### src/rtl/assert_macros.svh
// assertion helpers shared by fct_queue and fct_back
`ifndef ASSERT_MACROS_SVH
`define ASSERT_MACROS_SVH

// property checked at every rising clock edge outside reset
`define FCT_ASSERT(lbl, clk, rstn, prop) \
  lbl: assert property (@(posedge clk) disable iff (!rstn) (prop)) \
    else $error("%m: assertion failed");

// implication checked in the same cycle outside reset
`define FCT_ASSERT_IMPL(lbl, clk, rstn, ante, cons) \
  lbl: assert property (@(posedge clk) disable iff (!rstn) (ante) |-> (cons)) \
    else $error("%m: implication failed");

`endif

### src/rtl/fct_pkg.sv
`timescale 1ns / 1ps
package fct_pkg;

  localparam int CNT_W   = 64;
  localparam int ID_W    = 8;
  localparam int LEN_W   = 16;
  localparam int LIVE_W  = 7;
  localparam int Q_DEPTH = 2;

  localparam logic [2:0] CMD_CREATE = 3'd0;
  localparam logic [2:0] CMD_DELETE = 3'd1;
  localparam logic [2:0] CMD_CLEAR  = 3'd2;
  localparam logic [2:0] CMD_QUERY  = 3'd3;
  localparam logic [2:0] CMD_INCR   = 3'd4;
  localparam logic [2:0] CMD_DUMP   = 3'd5;
  localparam logic [2:0] CMD_DELALL = 3'd6;
  localparam logic [2:0] CMD_UNUSED = 3'd7;

  typedef enum logic [3:0] {
    OP_PASS,
    OP_BAD,
    OP_CREATE,
    OP_DELETE,
    OP_CLEAR,
    OP_QUERY,
    OP_INCR,
    OP_DUMP,
    OP_DELALL
  } op_t;

  typedef enum logic [1:0] {
    ST_OK      = 2'd0,
    ST_BAD     = 2'd1,
    ST_NOEXIST = 2'd2,
    ST_EMPTY   = 2'd3
  } st_t;

  typedef enum logic [2:0] {
    S_IDLE,
    S_INCR,
    S_QUERY,
    S_DUMP,
    S_DUMP_OUT
  } back_state_t;

  typedef struct packed {
    op_t               op;
    logic [ID_W-1:0]   id;
    logic [LEN_W-1:0]  len;
  } q_item_t;

endpackage

### src/rtl/fct_queue.sv
`timescale 1ns / 1ps
`include "assert_macros.svh"
module fct_queue
  import fct_pkg::*;
(
  input  logic    clk,
  input  logic    rst_n,
  input  logic    push,
  input  q_item_t push_item,
  output logic    full,
  input  logic    pop,
  output logic    head_valid,
  output q_item_t head_item
);

  localparam int PW = (Q_DEPTH > 1) ? $clog2(Q_DEPTH) : 1;
  localparam int CW = $clog2(Q_DEPTH + 1);

  q_item_t         mem_r [Q_DEPTH];
  logic [PW-1:0]   wr_ptr_r, wr_ptr_nxt;
  logic [PW-1:0]   rd_ptr_r, rd_ptr_nxt;
  logic [CW-1:0]   count_r, count_nxt;

  always_comb begin
    wr_ptr_nxt = wr_ptr_r;
    rd_ptr_nxt = rd_ptr_r;
    count_nxt  = count_r;
    if (push) begin
      wr_ptr_nxt = (wr_ptr_r == PW'(Q_DEPTH - 1)) ? '0 : wr_ptr_r + PW'(1);
    end
    if (pop) begin
      rd_ptr_nxt = (rd_ptr_r == PW'(Q_DEPTH - 1)) ? '0 : rd_ptr_r + PW'(1);
    end
    unique case ({push, pop})
      2'b10:   count_nxt = count_r + CW'(1);
      2'b01:   count_nxt = count_r - CW'(1);
      default: count_nxt = count_r;
    endcase
  end

  always_ff @(posedge clk) begin
    if (!rst_n) begin
      wr_ptr_r <= '0;
      rd_ptr_r <= '0;
      count_r  <= '0;
    end else begin
      wr_ptr_r <= wr_ptr_nxt;
      rd_ptr_r <= rd_ptr_nxt;
      count_r  <= count_nxt;
    end
  end

  always_ff @(posedge clk) begin
    if (push) begin
      mem_r[wr_ptr_r] <= push_item;
    end
  end

  assign full       = (count_r == CW'(Q_DEPTH));
  assign head_valid = (count_r != '0);
  assign head_item  = mem_r[rd_ptr_r];

  `FCT_ASSERT_IMPL(a_no_overflow, clk, rst_n, count_r == CW'(Q_DEPTH), !push)
  `FCT_ASSERT_IMPL(a_no_underflow, clk, rst_n, count_r == '0, !pop)

endmodule

### config.mk
export PLATFORM = sky130hd
export DESIGN_NAME = fct_queue
export DESIGN_NICKNAME = d
export VERILOG_FILES = /design/src/rtl/fct_pkg.sv /design/src/rtl/fct_queue.sv
export VERILOG_INCLUDE_DIRS = /design/src /design/src/rtl
export SDC_FILE = /design/constraint.sdc
export NUM_CORES = 1
export LEC_CHECK = 0
export BUFFER_PORTS_ARGS = -buffer_cell sky130_fd_sc_hd__buf_2
export CORE_ASPECT_RATIO = 0.7
export CORE_MARGIN = 2
export CORE_UTILIZATION = 55
export CTS_CLUSTER_SIZE = 10
export DETAILED_ROUTE_END_ITERATION = 10
export GPL_TIMING_DRIVEN = 0
export PLACE_DENSITY = 0.82
export SETUP_SLACK_MARGIN = 0.05
export SKIP_CTS_REPAIR_TIMING = 1
export SYNTH_ARGS = -nofsm -noshare
export SYNTH_HDL_FRONTEND = slang
export SYNTH_SLANG_ARGS = --single-unit
### constraint.sdc
create_clock -name clk -period 6.04 [get_ports clk]
set_input_delay 0.604 -clock clk [delete_from_list [all_inputs] [get_ports clk]]
set_output_delay 0.604 -clock clk [all_outputs]
set_load 0.02 [all_outputs]
==> summary.txt, run 1 <==
WL/cell - 14.97 um
Clk buf depth - 2
Endpoints failing hold - 0
Leakage - 1.082 nW
CP most frequent cell - buf_2
Reg clk slew, reported paths - 60 ps
Worst Hold End - mem_r[1][3]
Max-capacitance violation count - 0
Share of layout cells above drive strength 1 - 58.82%
Finished Layout Cells - 239
Delay-heaviest family, CP - buffers and inverters
Number of port buffers - 61
Crit-path max FO - 10
Starting density of the core - 57.28%
PnR worst setup slack - 3844 ps
Largest stage delay, worst path - 370 ps
Number of global-route vias before repair - 1,243
Minimum clock period - 2196 ps
Avg Cell Area, Syn - 20.49 um^2
Final period util - 36.35%
Die Footprint - 4595 um^2
Startpoint types - flip-flop
Final global-route overflow total - 0
Pwr dens - 319.0 nW/um^2
RR Startpoint - wr_ptr_r
Synthesized area - 2233 um^2
Seq/Total Area, Yosys - 79.78%
Flops & latches, synth - 61
Num CTS Buffers - 9
Setup tns final - 0 ps
Most common cell after layout, fill and taps aside - buf_2
DIE HEIGHT - 57.32 um
Hold Worst Slack - 466.1 ps
DR vias - 1,182
Synth cell types - 18
Buffer and inverter count on the worst path - 3
Post-Synthesis Cells - 109
Status - finished, final reports clean
Maximum VDD drop - 0.0002721 V
Worst flop-to-flop path endpoint - mem_r[1][16]
DR pass1 iterations - 4
Worst EP arrival - 1590 ps
Vias per cell - 4.946
Num ports - 62
Nets - 215
Routed wire length - 3579 um
Worst slack, placed - 3902 ps
GPL Wtd Cong - 0.7436
Met1 usage - 16.48%
First-pass GRT wire length - 5416 um
ANT nets after route - 0
Fill count - 263
Crit path kind - flip-flop to primary output
RSZ-0062 raised after global routing - no
Crit path max-delay cell type - mux2_2
Clock sink total - 61
Yosys warns - 0
Die width - 80.17 um
Cell Chain, Critical Path - buf_4 -> buf_2 -> mux2_2 -> buf_2
Hold crit path type - input port to flip-flop
Worst endpoint required time - 5440 ps
CTS tree - yes
Drt first-iter violations - 30
Synth-to-Final Area Change - 24.93%
Syn_nets - 142
Final Max Slew Viols - 0
Row count - 19
Worst relative slew slack - 13.88%
Reg2reg path depth - 1
Reg2reg setup slack - 4290 ps
Top Usage Layer GRT - met2
Most frequent cells in the layout - buf_2, edfxtp_1, mux2_2
Final setup violation count - 0
Setup crit end kind - primary output
Largest net degree at the start of global routing - 29
Detailed Place HPWL - 2531 um
Core Box Area - 3899 um^2
Fmax - 0.4554 GHz
Clock latency on the worst-skew pair - 320 ps
GR Layer Usage met3 - 9.652%
Hold Path Depth - 1
Met2 Use GR - 28.21%
H-Tree Depth - 3
GRT Util Overall - 16.81%
N_diodes - 0
Clock skew - 3.770 ps
Actual slew at the worst max-slew pin - 1292 ps
Design Power - 0.8900 mW
Residual DRC - 0
Placed insts - 223
Initial antenna violation count - 0
Hold path startpoint - push_item[3]
Clk root buf - clkbuf_8
metal layers:
layer | up-vias | share of wire [%] | wire length, um
met5 | - | 0 | 0
met4 | 0 | 2.0 | 72
met3 | 9 | 8.8 | 314
met2 | 47 | 52 | 1851
met1 | 558 | 37 | 1340
li1 | 568 | - | -
worst max path at each step:
stage,startpoint,endpoint,slack (ps),depth (start not counted)
2_1_floorplan,push,mem_r[0][0],3750,2
3_3_place_gp,push,mem_r[0][5],3120,3
3_5_place_dp,push,mem_r[1][5],3900,2
4_1_cts,flip-flop,head_item[11],3810,4
5_1_grt,flip-flop,head_item[11],3760,4
6_report,flip-flop,head_item[17],3840,4
per-stage QoR:
stage          util [%]  instance area, um^2
6_report          71.57                 2790
5_1_grt           71.57                 2790
4_1_cts           71.57                 2790
3_5_place_dp      67.55                 2634
3_3_place_gp      66.78                 2604
2_1_floorplan         -                 2233
sequential cells by signal (all words and copies together) (netlist names), named ones only:
signal and count:
mem_r 56, wr_ptr_r 1, count_r 2, rd_ptr_r 1
power by group:
group / switching [mW] / total (mW) / internal [mW]
logic: 0.0660 / 0.118 / 0.0520
clock network: 0.136 / 0.278 / 0.142
registers: 0.00684 / 0.494 / 0.487
synthesized netlist by cell type:
cell type  number  area, um^2
nor2_1          1       3.750
nor2b_1         1       6.260
and2_1          4       25.02
buf_2           2       10.01
inv_1           1       3.750
a21boi_1        1       7.510
buf_4           1       7.510
and2b_2         1       8.760
xnor2_1         2       17.52
o21ai_0         1       5.000
xor2_1          1       8.760
dfxtp_1         5       100.1
or2_2           1       6.260
edfxtp_1       56        1682
mux2_2         28       315.3
o21a_1          1       7.510
or3_1           1       6.260
ha_1            1       12.51
cell type report:
cell class / instances / area, um^2 / share of cell area (%)
Sequential cell: 61 / 1782 / 63.86
Multi-Input combinational cell: 44 / 432.9 / 15.52
Timing Repair Buffer: 62 / 332.8 / 11.93
Clock buffer: 9 / 123.9 / 4.439
Tap cell: 52 / 65.06 / 2.332
Clock inverter: 7 / 32.53 / 1.166
Buffer: 3 / 17.52 / 0.6278
Inverter: 1 / 3.754 / 0.1345
cells by family after synthesis:
family | synth area share [%]
buf+inv | 0.9524
flops | 79.78
mux | 14.12
simple gates | 2.521
xor+xnor | 1.177
compound gates | 0.8964
fa+ha+maj | 0.5601
Power figures use the tool's default switching activity.
==> inputs of run 2 (changes only) <==
--- a/config.mk
+++ b/config.mk
@@ -9,11 +9,11 @@
 export BUFFER_PORTS_ARGS = -buffer_cell sky130_fd_sc_hd__buf_2
 export CORE_ASPECT_RATIO = 0.7
 export CORE_MARGIN = 2
-export CORE_UTILIZATION = 55
+export CORE_UTILIZATION = 46
 export CTS_CLUSTER_SIZE = 10
 export DETAILED_ROUTE_END_ITERATION = 10
 export GPL_TIMING_DRIVEN = 0
-export PLACE_DENSITY = 0.82
+export PLACE_DENSITY = 0.73
 export SETUP_SLACK_MARGIN = 0.05
 export SKIP_CTS_REPAIR_TIMING = 1
 export SYNTH_ARGS = -nofsm -noshare
==> constraint.sdc (replaced) <==
create_clock -name clk -period 2 [get_ports clk]
set_input_delay 0.2 -clock clk [delete_from_list [all_inputs] [get_ports clk]]
set_output_delay 0.2 -clock clk [all_outputs]
set_load 0.02 [all_outputs]
==> summary.txt, run 2 (same netlist as run 1, synthesis figures left out) <==
Worst Hold End - mem_r[0][12]
Crit-path max FO - 10 (unchanged)
First-pass GRT wire length - 5457 um (+0.76%)
Final period util - 90.65%
Clock skew - 5.859 ps (+2.090 ps)
Nets - 215 (unchanged)
Crit path kind - flip-flop to primary output
Maximum VDD drop - 0.0007361 V (+170%)
Share of layout cells above drive strength 1 - 58.29% (-0.53 points)
GRT Util Overall - 14.29% (-2.5 points)
Starting density of the core - 47.22% (-10 points)
DR vias - 1,180 (-0.17%)
Worst slack, placed - 152.1 ps (-3750 ps)
Clock sink total - 61 (unchanged)
Reg clk slew, reported paths - 60 ps (about the same)
Worst flop-to-flop path endpoint - mem_r[1][16]
Largest net degree at the start of global routing - 29 (unchanged)
Routed wire length - 3493 um (-2.4%)
Area after DPL - 2640 um^2 (+0.24%)
DR pass1 iterations - 2 (-2)
Setup crit end kind - primary output
Fmax - 0.5516 GHz
Num CTS Buffers - 9 (unchanged)
Status - finished, final reports clean
Clock latency on the worst-skew pair - 330 ps (about the same)
Final core utilization - 59.63% (-12 points)
Routed wl met3 - 362 um (+15%)
Reg2reg setup slack - 190 ps (-4100 ps)
Vias per cell - 4.836 (-2.2%)
Max reg flops - 56 (unchanged)
Hold Path Depth - 1 (unchanged)
Worst relative slew slack - 9.690% (-4.2 points)
N_diodes - 0 (unchanged)
RSZ-0062 raised after global routing - no
Clk buf depth - 2 (unchanged)
Reg2reg path depth - 1 (unchanged)
Number of port buffers - 61 (unchanged)
Most common cell after layout, fill and taps aside - buf_2
Synth-to-Final Area Change - 26.27%
Minimum clock period - 1813 ps
Die Footprint - 5437 um^2 (+18%)
Most frequent cells in the layout - buf_2, edfxtp_1, mux2_2
Worst endpoint required time - 1800 ps (-3640 ps)
GPL Wtd Cong - 0.7653 (+2.9%)
Hold path startpoint - push_item[12]
Biggest regs - mem_r: 56 flops, count_r: 2 flops
Row count - 21 (+2)
Design Power - 2.820 mW (+220%)
Clk root buf - clkbuf_8
Actual slew at the worst max-slew pin - 1355 ps (+62.80 ps)
H-Tree Depth - 3 (unchanged)
Drt first-iter violations - 21 (-30%)
Largest reg by FF count - mem_r
Pwr dens - 999.9 nW/um^2 (+210%)
Highest metal used - met4
Core Box Area - 4730 um^2 (+21%)
Hold crit path type - input port to flip-flop
Die width - 87.28 um (+8.9%)
Final Max Slew Viols - 0 (unchanged)
Endpoints failing hold - 0 (unchanged)
Residual DRC - 0 (unchanged)
Worst EP arrival - 1610 ps (+20 ps)
Final Instance Area - 2820 um^2 (+1.1%)
Num ports - 62 (unchanged)
Routed length on met1 - 1363 um (+1.7%)
Number of global-route vias before repair - 1,211 (-2.6%)
PnR worst setup slack - 187.0 ps (-3657 ps)
Detailed Place HPWL - 2402 um (-5.1%)
Fill count - 343 (+30%)
Initial antenna violation count - 0 (unchanged)
CTS tree - yes
WL/cell - 14.32 um (-4.4%)
DIE HEIGHT - 62.30 um (+8.7%)
RR Startpoint - wr_ptr_r
Final setup violation count - 0 (unchanged)
Max-capacitance violation count - 0 (unchanged)
Final global-route overflow total - 0 (unchanged)
ANT nets after route - 0 (unchanged)
Startpoint types - flip-flop
Leakage - 1.090 nW (+0.73%)
DR WL met2 - 1734 um (-6.3%)
## run 2: changes by cell type in the layout (fill, tap and decap cells not counted)
| cell | previous run | this run |
|---|---|---|
| clkinv_2 | 5 | 3 |
| bufinv_16 | 0 | 1 |
| clkinv_1 | 2 | 3 |
## run 2: routing by layer
metal,up-vias,track usage (%)
met2,58,23.11
met3,7,10.11
met1,548,14.08
met4,0,5.577
met5,-,0
li1,567,-
## run 2: cell type report
| cell class | instances | area [um^2] | area share [%] |
|---|---|---|---|
| Buffer | 3 | 17.52 | 0.6211 |
| Clock buffer | 9 | 123.9 | 4.392 |
| Clock inverter | 7 | 56.30 | 1.996 |
| Inverter | 1 | 3.754 | 0.1331 |
| Multi-Input combinational cell | 44 | 432.9 | 15.35 |
| Sequential cell | 61 | 1782 | 63.18 |
| Tap cell | 57 | 71.32 | 2.529 |
| Timing Repair Buffer | 62 | 332.8 | 11.80 |
## run 2: through the flow
stage          instances  setup TNS [ps]  hold WS (ps)
6_report             244               0         57.86
5_1_grt              244               0         31.80
4_1_cts              244               0         36.88
3_5_place_dp         228               0         392.6
2_1_floorplan        109               0         298.9
3_3_place_gp         227          -14380         387.1
## run 2: power by group
part	switching, mW	internal (mW)	leakage [nW]	total (mW)
clock network	0.419	0.554	0.0953	0.973
registers	0.0197	1.47	0.567	1.49
logic	0.199	0.157	0.428	0.356
## run 2: worst max path at each step
| stage | slack, ps | to |
|---|---|---|
| floorplan | 50 | mem_r[0][0] |
| finish | 190 | head_item[12] |
| CTS | 140 | head_item[12] |
| global route | 70 | head_item[12] |
| global placement | -500 | mem_r[0][23] |
| detailed placement | 150 | mem_r[1][23] |
## run 2: critical path, cell delays in order, from the launching register on
cell,delay [ps]
dfxtp_1,310
buf_4,180
buf_2,270
mux2_2,370
buf_2,160
