--- config.mk ---
export PLATFORM = sky130hd
export DESIGN_NAME = fct_front
export DESIGN_NICKNAME = d
export VERILOG_FILES = /design/src/rtl/assert_macros.svh /design/src/rtl/fct_pkg.sv /design/src/rtl/fct_front.sv
export SDC_FILE = /design/constraint.sdc
export NUM_CORES = 1
export LEC_CHECK = 0
export ABC_CLOCK_PERIOD_IN_PS = 5100
export BUFFER_PORTS_ARGS = -buffer_cell sky130_fd_sc_hd__buf_2
export CAP_MARGIN = 25
export CORE_UTILIZATION = 35
export CTS_CLUSTER_SIZE = 25
export DETAILED_ROUTE_END_ITERATION = 8
export HOLD_SLACK_MARGIN = 0.15
export PLACE_DENSITY = 0.79
export SYNTH_ARGS = -nofsm -noshare
export SYNTH_HDL_FRONTEND = slang
export SYNTH_SLANG_ARGS = --single-unit
export TNS_END_PERCENT = 5
--- constraint.sdc ---
create_clock -name clk -period 5.1 [get_ports clk]
set_clock_uncertainty 0.15 [all_clocks]
set_input_delay 0.51 -clock clk [delete_from_list [all_inputs] [get_ports clk]]
set_output_delay 0.51 -clock clk [all_outputs]
set_load 0.01 [all_outputs]
--- src/rtl/assert_macros.svh ---
// assertion helpers shared by fct_queue and fct_back
`ifndef ASSERT_MACROS_SVH
`define ASSERT_MACROS_SVH

// property checked at every rising clock edge outside reset
`define FCT_ASSERT(lbl, clk, rstn, prop) \
  lbl: assert property (@(posedge clk) disable iff (!rstn) (prop)) \
    else $error("%m: assertion failed");

// implication checked in the same cycle outside reset
`define FCT_ASSERT_IMPL(lbl, clk, rstn, ante, cons) \
  lbl: assert property (@(posedge clk) disable iff (!rstn) (ante) |-> (cons)) \
    else $error("%m: implication failed");

`endif

--- src/rtl/fct_pkg.sv ---
`timescale 1ns / 1ps
package fct_pkg;

  localparam int CNT_W   = 64;
  localparam int ID_W    = 8;
  localparam int LEN_W   = 16;
  localparam int LIVE_W  = 7;
  localparam int Q_DEPTH = 2;

  localparam logic [2:0] CMD_CREATE = 3'd0;
  localparam logic [2:0] CMD_DELETE = 3'd1;
  localparam logic [2:0] CMD_CLEAR  = 3'd2;
  localparam logic [2:0] CMD_QUERY  = 3'd3;
  localparam logic [2:0] CMD_INCR   = 3'd4;
  localparam logic [2:0] CMD_DUMP   = 3'd5;
  localparam logic [2:0] CMD_DELALL = 3'd6;
  localparam logic [2:0] CMD_UNUSED = 3'd7;

  typedef enum logic [3:0] {
    OP_PASS,
    OP_BAD,
    OP_CREATE,
    OP_DELETE,
    OP_CLEAR,
    OP_QUERY,
    OP_INCR,
    OP_DUMP,
    OP_DELALL
  } op_t;

  typedef enum logic [1:0] {
    ST_OK      = 2'd0,
    ST_BAD     = 2'd1,
    ST_NOEXIST = 2'd2,
    ST_EMPTY   = 2'd3
  } st_t;

  typedef enum logic [2:0] {
    S_IDLE,
    S_INCR,
    S_QUERY,
    S_DUMP,
    S_DUMP_OUT
  } back_state_t;

  typedef struct packed {
    op_t               op;
    logic [ID_W-1:0]   id;
    logic [LEN_W-1:0]  len;
  } q_item_t;

endpackage

--- src/rtl/fct_front.sv ---
`timescale 1ns / 1ps
module fct_front
  import fct_pkg::*;
#(
  parameter int TABLE_DEPTH = 64
) (
  input  logic              clk,
  input  logic              rst_n,
  input  logic              cfg_wr_en,
  input  logic [6:0]        cfg_wr_data,
  input  logic              in_valid,
  output logic              in_stall,
  input  logic [2:0]        in_command,
  input  logic [ID_W-1:0]   in_flow_id,
  input  logic [LEN_W-1:0]  in_byte_length,
  input  logic              q_full,
  output logic              q_push,
  output q_item_t           q_item
);

  logic [6:0] id_limit_r;
  logic       bad;
  op_t        op;
  logic [ID_W-1:0] rep_id;

  always_ff @(posedge clk) begin
    if (!rst_n) begin
      id_limit_r <= 7'd64;
    end else if (cfg_wr_en) begin
      id_limit_r <= cfg_wr_data;
    end
  end

  assign bad = ({1'b0, in_flow_id} >= {2'b00, id_limit_r}) ||
               ({1'b0, in_flow_id} >= 9'(TABLE_DEPTH));

  // classify the item so the back end only sees what it has to do
  always_comb begin
    op     = OP_PASS;
    rep_id = in_flow_id;
    priority if (in_command == CMD_DUMP) begin
      op = OP_DUMP;
    end else if (in_command == CMD_DELALL) begin
      op     = OP_DELALL;
      rep_id = '0;
    end else if (in_command == CMD_UNUSED) begin
      op = OP_PASS;
    end else if (in_flow_id == '0) begin
      op = (in_command == CMD_QUERY) ? OP_BAD : OP_PASS;
    end else if (bad) begin
      op = OP_BAD;
    end else begin
      unique case (in_command)
        CMD_CREATE: op = OP_CREATE;
        CMD_DELETE: op = OP_DELETE;
        CMD_CLEAR:  op = OP_CLEAR;
        CMD_QUERY:  op = OP_QUERY;
        CMD_INCR:   op = OP_INCR;
        default:    op = OP_PASS;
      endcase
    end
  end

  assign in_stall   = q_full;
  assign q_push     = in_valid && !q_full;
  assign q_item.op  = op;
  assign q_item.id  = rep_id;
  assign q_item.len = in_byte_length;

endmodule

==> results of run 1 <==
==> power by group <==
part | internal, µW | total [µW] | leakage, µW | switching [µW]
Sequential | 58.2 | 60.0 | 0.0000579 | 1.82
Clock | 29.8 | 49.7 | 0.0000150 | 19.9
Combinational | 25.9 | 51.2 | 0.000350 | 25.3
Total | 114 | 161 | 0.000423 | 47.0
==> synthesized netlist by cell type <==
cell type,count
mux2i_1,6
nor2_2,1
nor4_2,1
nand2_1,3
dfxtp_1,7
o21a_1,1
a22o_1,1
o311ai_2,1
buf_4,17
nand3_1,1
a2111oi_2,2
nor2b_1,7
nand2b_1,2
a21o_1,1
ha_1,7
nand4b_1,1
and2b_1,1
o211ai_1,1
a21oi_1,2
nand3b_1,1
inv_1,8
and2_1,6
and2_2,1
nor3_1,1
a211oi_2,1
clkbuf_1,1
nor2_1,4
==> kinds of logic after synthesis <==
kind of cell / share of synthesized area, %
buf+inv: 22.13
compound gates: 13.72
simple gates: 24.70
fa+ha+maj: 12.01
mux: 8.234
flops: 19.21
==> worst max-delay path, cell delays in order <==
cell and delay, ns:
buf_2 0.09, inv_1 0.05, ha_1 0.27, nand2b_1 0.15, a2111oi_2 0.40, o311ai_2 0.17, a21oi_1 0.21, a211oi_2 0.05
buf_2 0.14
==> cell type report <==
type	count	area, µm²	share of cell area, %
multi-input combinational	53	427.9	51.04
timing repair buffer	36	180.2	21.49
sequential	7	140.1	16.72
tap	27	33.78	4.030
inverter	8	30.03	3.582
clock buffer	4	26.28	3.134
==> per-stage QoR <==
step / power [µW] / hold slack (ns) / setup WS [ns]
floorplan: 104.1 / 0.3093 / 2.676
global placement: 111.3 / 0.3349 / 2.462
detailed placement: 113.2 / 0.3491 / 2.397
CTS: 165.0 / 0.3195 / 2.394
global route: 172.7 / 0.3384 / 2.313
finish: 160.9 / 0.3284 / 2.404
==> worst max-delay path by stage <==
stage                             start         end  cells past startpoint
after floorplan           in_flow_id[0]  q_item[26]                      7
after global placement    in_flow_id[0]  q_item[24]                      9
after detailed placement  in_flow_id[0]  q_item[24]                      9
after CTS                 in_flow_id[0]  q_item[24]                      9
after global routing      in_flow_id[0]  q_item[26]                      9
final                     in_flow_id[0]  q_item[24]                      9
==> routing by layer <==
layer / routed length [µm] / share of wire, % / global-route usage [%] / vias up
met5: 0 / 0 / 0 / -
met4: 4 / 0.29 / 7.778 / 0
met3: 125 / 9.1 / 1.509 / 2
met2: 689 / 50 / 20.55 / 33
met1: 556 / 40 / 12.22 / 282
li1: - / - / - / 316
==> reports/qor.log, run 1 <==
qor: status.status complete, no violations
qor: global_route.grt_remaining_overflow 0
qor: floorplan.core-area 1962 µm²
qor: global_route.grt_max_degree 9
qor: synth.synth_area 729.5 µm²
qor: synth.yosys_warnings 0
qor: worst_hold_path.worst_hold_path_endpoint id_limit_r[6]$_SDFFE_PN1P_
qor: floorplan.std_cell_rows 16
qor: run.maxCapViolations 0
qor: floorplan.pin_count 69
qor: global_route.first_global_vias 472
qor: final_layout.instances_no_fill 135
qor: clock_network.clockBufferDepth 2
qor: worst_setup_path.crit_required 4.44 ns
qor: clock_network.cts.htree.levels 1
qor: sta.worstMarginPinSlew 0.3817 ns
qor: worst_setup_path.timing.rr.start id_limit_r[0]$_SDFFE_PN0P_
qor: floorplan.dieWidth 47.65 µm
qor: sta.fmax 370.9 MHz
qor: synth.synth_seq_cells 7
qor: clock_network.cts_made_buffers 3
qor: worst_setup_path.worstSetupPathType input port to output pin
qor: clock_network.cts.hold.buffers_added 0
qor: final_layout.biggestRegsByFlops id_limit_r x7
qor: sta.setup_repair_after_global_routing_missed_its_margin false
qor: clock_network.clock_sinks 7
qor: synth.synth.top_cell.area_share 19.21%
qor: sta.finalHoldViolCount 0
qor: synth.share_of_synthesized_area_occupied_by_flip_flops_and_latches 19.21%
qor: place.place_hpwl 1.212 mm
qor: sta.timing.final.crit_period 2.696 ns
qor: sta.number_of_pins_exceeding_their_max_slew_limit_in_the_final_report 0
qor: routing.via_count_of_the_routed_design 633
qor: synth.syn-num-nets 132
qor: routing.wl_per_cell 10.19 µm
qor: floorplan.die_h 47.65 µm
qor: clock_network.clk_latency 0.25 ns
qor: place.post_dp_cell_area 812.0 µm²
qor: routing.post-route-drc-count 0
qor: global_route.grt_antenna_before_repair 0
qor: final_layout.final_cell_area 838.3 µm²
qor: final_layout.area_delta_synth_final 14.92%
qor: worst_setup_path.reg2regPathDepth 2
qor: final_layout.layout.cells.most_common_list 36 x buf_2, 8 x inv_1, 7 x nor2b_1, 7 x ha_1, 7 x dfxtp_1
qor: final_layout.finalCoreUtilization 42.73%
qor: sta.timing.slew.headroom 74.51%
qor: routing.vias_per_cell 4.689
qor: routing.drt_first_iter_violations 4
qor: final_layout.regMostFlops id_limit_r
qor: sta.tns 0 ns
qor: final_layout.final_nets 155
qor: routing.drt_pass1_iterations 4
qor: floorplan.dieArea 2271 µm²
qor: synth.yosys-top-cells-area dfxtp_1 19%, buf_4 17%, ha_1 12%
qor: worst_setup_path.worstPathMaxFanout 4
qor: worst_setup_path.r2r_setup_slack 4.34 ns
qor: global_route.grt.total_usage 11.38%
qor: place.final_wtd_congestion 0.6431
qor: pwr.power_per_cell_area 192.0 nW/µm²
qor: worst_setup_path.worst_r2r_endpoint id_limit_r[0]$_SDFFE_PN0P_
qor: clock_network.cts-resized-gates 0
qor: sta.layout_worst_path_cycle_share 52.86%
qor: final_layout.filler_cell_count 217
qor: pwr.power.static_leakage 0.0004230 µW
qor: place.place.port_buffers 36
qor: synth.synth.largest_area_cell dfxtp_1
qor: clock_network.clkSlewWorstSetupHoldPaths 0.05 ns
qor: routing.antenna_violating_nets_post_route 0
qor: final_layout.largest_reg_flops 7
qor: clock_network.clock-root-buffer clkbuf_4
qor: place.dpl.cell_count 131
qor: pwr.ir_worst_vdd 110.2 µV
qor: worst_setup_path.cp_data_arrival_time 2.04 ns
qor: worst_setup_path.cp-end-kind output pin
qor: synth.syn_area_per_cell 8.482 µm²
qor: worst_hold_path.class_of_the_worst_hold_path input port to flop
qor: clock_network.tritoncts built
qor: floorplan.starting_utilization_of_the_core_area 37.18%
qor: worst_hold_path.cell_count_of_the_worst_hold_path 3
qor: sta.setup_viol 0
qor: synth.synth_cells 86
qor: worst_setup_path.sort_of_element_at_the_start_of_the_critical_path input port
qor: global_route.global_route_wire_length_before_repair 1.807 mm
qor: routing.wl 1.375 mm
qor: final_layout.most_frequent_standard_cell_in_the_layout_excluding_fill_and_tap_cells buf_2
qor: final_layout.final_layout_size_suffix_gt1_share 42.59%
qor: final_layout.antenna_cells_inserted 0
qor: worst_hold_path.hold_path_startpoint cfg_wr_data[6]
qor: clock_network.cts.repair_timing.setup_buffer_count 0
qor: synth.synthDistinctLibCells 27
No activity file was read; power rests on OpenSTA's default activity.
==> run 2, diff against run 1 <==
- ABC_CLOCK_PERIOD_IN_PS: 5100 -> 2700
- clock period: 5.1 -> 2.7 ns (I/O delays scaled with it)
==> run 2 against run 1 <==
Compared with the run above: critical path depth fell by 2; register-to-register slack worse by 2.9 ns; count of clock-buffer cells in the layout unchanged; utilization increased by 4.1 points; sequential cell count is the same; hold slack worse by 0.17 ns; sequential power is 88% higher; final area rose by 9.6%.
==> reports/qor.log, run 2 (same netlist as run 1, synthesis figures left out) <==
qor: global_route.global_route_wire_length_before_repair 1.932 mm [+6.9%]
qor: worst_setup_path.r2r_setup_slack 1.42 ns [-2.92 ns]
qor: final_layout.regMostFlops id_limit_r
qor: pwr.comb_power_share 33.8% [+2.0 points]
qor: place.final_wtd_congestion 0.6431 [unchanged]
qor: floorplan.core-area 1962 µm² [unchanged]
qor: floorplan.starting_utilization_of_the_core_area 37.18% [unchanged]
qor: worst_setup_path.worstSetupPathType flop to output pin
qor: routing.drt_pass1_iterations 4 [unchanged]
qor: sta.setup_viol 0 [unchanged]
qor: worst_setup_path.cell_class_contributing_the_biggest_share_of_worst_path_delay compound AO/OA/AOI/OAI gates
qor: worst_hold_path.class_of_the_worst_hold_path input port to flop
qor: pwr.reported_net_switching_power 90.56 µW [+93%]
qor: final_layout.largest_reg_flops 7 [unchanged]
qor: routing.wl 1.466 mm [+6.6%]
qor: global_route.grt_remaining_overflow 0 [unchanged]
qor: worst_setup_path.crit_required 2.28 ns [-2.16 ns]
qor: final_layout.most_frequent_standard_cell_in_the_layout_excluding_fill_and_tap_cells buf_2
qor: place.pre_cts_ws 0.4770 ns [-1.920 ns]
qor: clock_network.cts_made_buffers 3 [unchanged]
qor: floorplan.dieArea 2271 µm² [unchanged]
qor: sta.fmax 421.4 MHz
qor: floorplan.std_cell_rows 16 [unchanged]
qor: pwr.power_per_cell_area 341.4 nW/µm² [+78%]
qor: pwr.ir_worst_vdd 220.1 µV [+100%]
qor: global_route.grt_antenna_before_repair 0 [unchanged]
qor: global_route.grt_max_degree 9 [unchanged]
qor: sta.layout_worst_path_cycle_share 87.89%
qor: clock_network.clkSlewWorstSetupHoldPaths 0.05 ns [about the same]
qor: pwr.p_int 223.0 µW [+96%]
qor: worst_setup_path.critical_path.cell_chain ha_1, nand2b_1, a2111oi_2, o311ai_2, a21oi_1, a211oi_2, buf_2
qor: final_layout.antenna_cells_inserted 0 [unchanged]
qor: worst_setup_path.critical_path.slowest_cell a2111oi_2
qor: worst_setup_path.path_buf_inv 1 [-2]
qor: sta.timing.final.crit_period 2.373 ns
qor: clock_network.cts.hold.buffers_added 8 [+8]
qor: clock_network.clk_latency 0.25 ns [about the same]
qor: final_layout.final_nets 163 [+5.2%]
qor: worst_setup_path.worstPathMaxFanout 4 [unchanged]
qor: clock_network.tritoncts built
qor: floorplan.die_h 47.65 µm [unchanged]
qor: clock_network.clock_sinks 7 [unchanged]
qor: place.place.port_buffers 36 [unchanged]
qor: pwr.clock_power_share 30.0% [-0.9 points]
qor: floorplan.pin_count 69 [unchanged]
qor: worst_setup_path.cp-end-kind output pin
qor: pwr.power.sequential.fraction 36.1% [-1.2 points]
qor: clock_network.cts.repair_timing.setup_buffer_count 0 [unchanged]
qor: worst_setup_path.sort_of_element_at_the_start_of_the_critical_path flop
qor: worst_setup_path.critical_path.max_stage_delay 0.40 ns [about the same]
qor: final_layout.final_layout_size_suffix_gt1_share 39.66% [-2.9 points]
qor: sta.setup_repair_after_global_routing_missed_its_margin false
qor: routing.antenna_violating_nets_post_route 0 [unchanged]
qor: sta.timing.slew.headroom 74.51% [unchanged]
qor: pwr.power.static_leakage 0.0004549 µW [+7.5%]
qor: pwr.sw_frac_of_total 28.88% [-0.32 points]
qor: sta.worstMarginPinSlew 0.3817 ns [-0.0000004768 ns]
qor: sta.layout_setup_ws 0.3270 ns [-2.077 ns]
qor: place.place_hpwl 1.212 mm [unchanged]
qor: routing.vias_per_cell 4.622 [-1.4%]
qor: clock_network.clock-root-buffer clkbuf_4
qor: run.maxCapViolations 0 [unchanged]
qor: sta.finalHoldViolCount 0 [unchanged]
qor: routing.via_count_of_the_routed_design 661 [+4.4%]
qor: sta.tns 0 ns [unchanged]
qor: floorplan.dieWidth 47.65 µm [unchanged]
qor: final_layout.layout.cells.most_common_list 36 x buf_2, 8 x inv_1, 8 x dlygate4sd3_1
qor: sta.number_of_pins_exceeding_their_max_slew_limit_in_the_final_report 0 [unchanged]
qor: final_layout.biggestRegsByFlops id_limit_r x7
qor: routing.post-route-drc-count 0 [unchanged]
qor: global_route.first_global_vias 514 [+8.9%]
qor: routing.drt_first_iter_violations 4 [unchanged]
qor: worst_setup_path.cp_data_arrival_time 1.95 ns [-0.09 ns]
qor: clock_network.cts-resized-gates 0 [unchanged]
qor: status.status complete, no violations
qor: routing.wl_per_cell 10.25 µm [+0.65%]
qor: final_layout.area_delta_synth_final 25.90%
qor: global_route.grt.total_usage 12.15% [+0.77 points]
qor: clock_network.clockBufferDepth 2 [unchanged]
qor: clock_network.cts.htree.levels 1 [unchanged]
==> run 2: through the flow <==
stage	area, µm²	std cells	hold WS, ns	total power, µW	util, %
global placement	812.0	131	0.3349	210.3	41.39
CTS	918.4	143	0.1550	320.5	46.81
global route	918.4	143	0.1762	336.1	46.81
floorplan	729.5	86	0.2186	196.6	-
detailed placement	812.0	131	0.3472	213.8	41.39
finish	918.4	143	0.1618	313.5	46.81
==> run 2: final cells by class <==
cell class / instances / area (µm²)
Sequential cell: 7 / 140.1
Clock buffer: 4 / 26.28
Tap cell: 27 / 33.78
Multi-Input combinational cell: 53 / 427.9
Fill cell: 214 / 1044
Timing Repair Buffer: 44 / 260.3
Inverter: 8 / 30.03
==> run 2: path summary, 6_finish.rpt <==
| kind | start | endpoint | depth (start not counted) |
|---|---|---|---|
| worst max-delay path | id_limit_r[0]$_SDFFE_PN0P_ | q_item[24] | 7 |
| worst min register to register | id_limit_r[2]$_SDFFE_PN0P_ | id_limit_r[2]$_SDFFE_PN0P_ | 2 |
| worst min-delay path | rst_n | id_limit_r[2]$_SDFFE_PN0P_ | 2 |
| worst max register to register | id_limit_r[6]$_SDFFE_PN1P_ | id_limit_r[6]$_SDFFE_PN1P_ | 3 |
==> run 2: power by group through the flow <==
stage | Clock [µW] | Combinational, µW | Sequential [µW]
after floorplan | 0 | 82.6 | 114
after global placement | 0 | 95.0 | 115
after detailed placement | 0 | 98.3 | 116
after CTS | 99.5 | 108 | 113
after global routing | 102 | 120 | 114
final | 94.2 | 106 | 113
==> run 2: routing by layer <==
layer / vias to the layer above / global-route usage, % / share of wire, %
met3: 2 / 1.509 / 8.1
met2: 33 / 23.29 / 52
met4: 0 / 7.778 / 0.27
li1: 332 / - / -
met1: 294 / 12.22 / 39
met5: - / 0 / 0
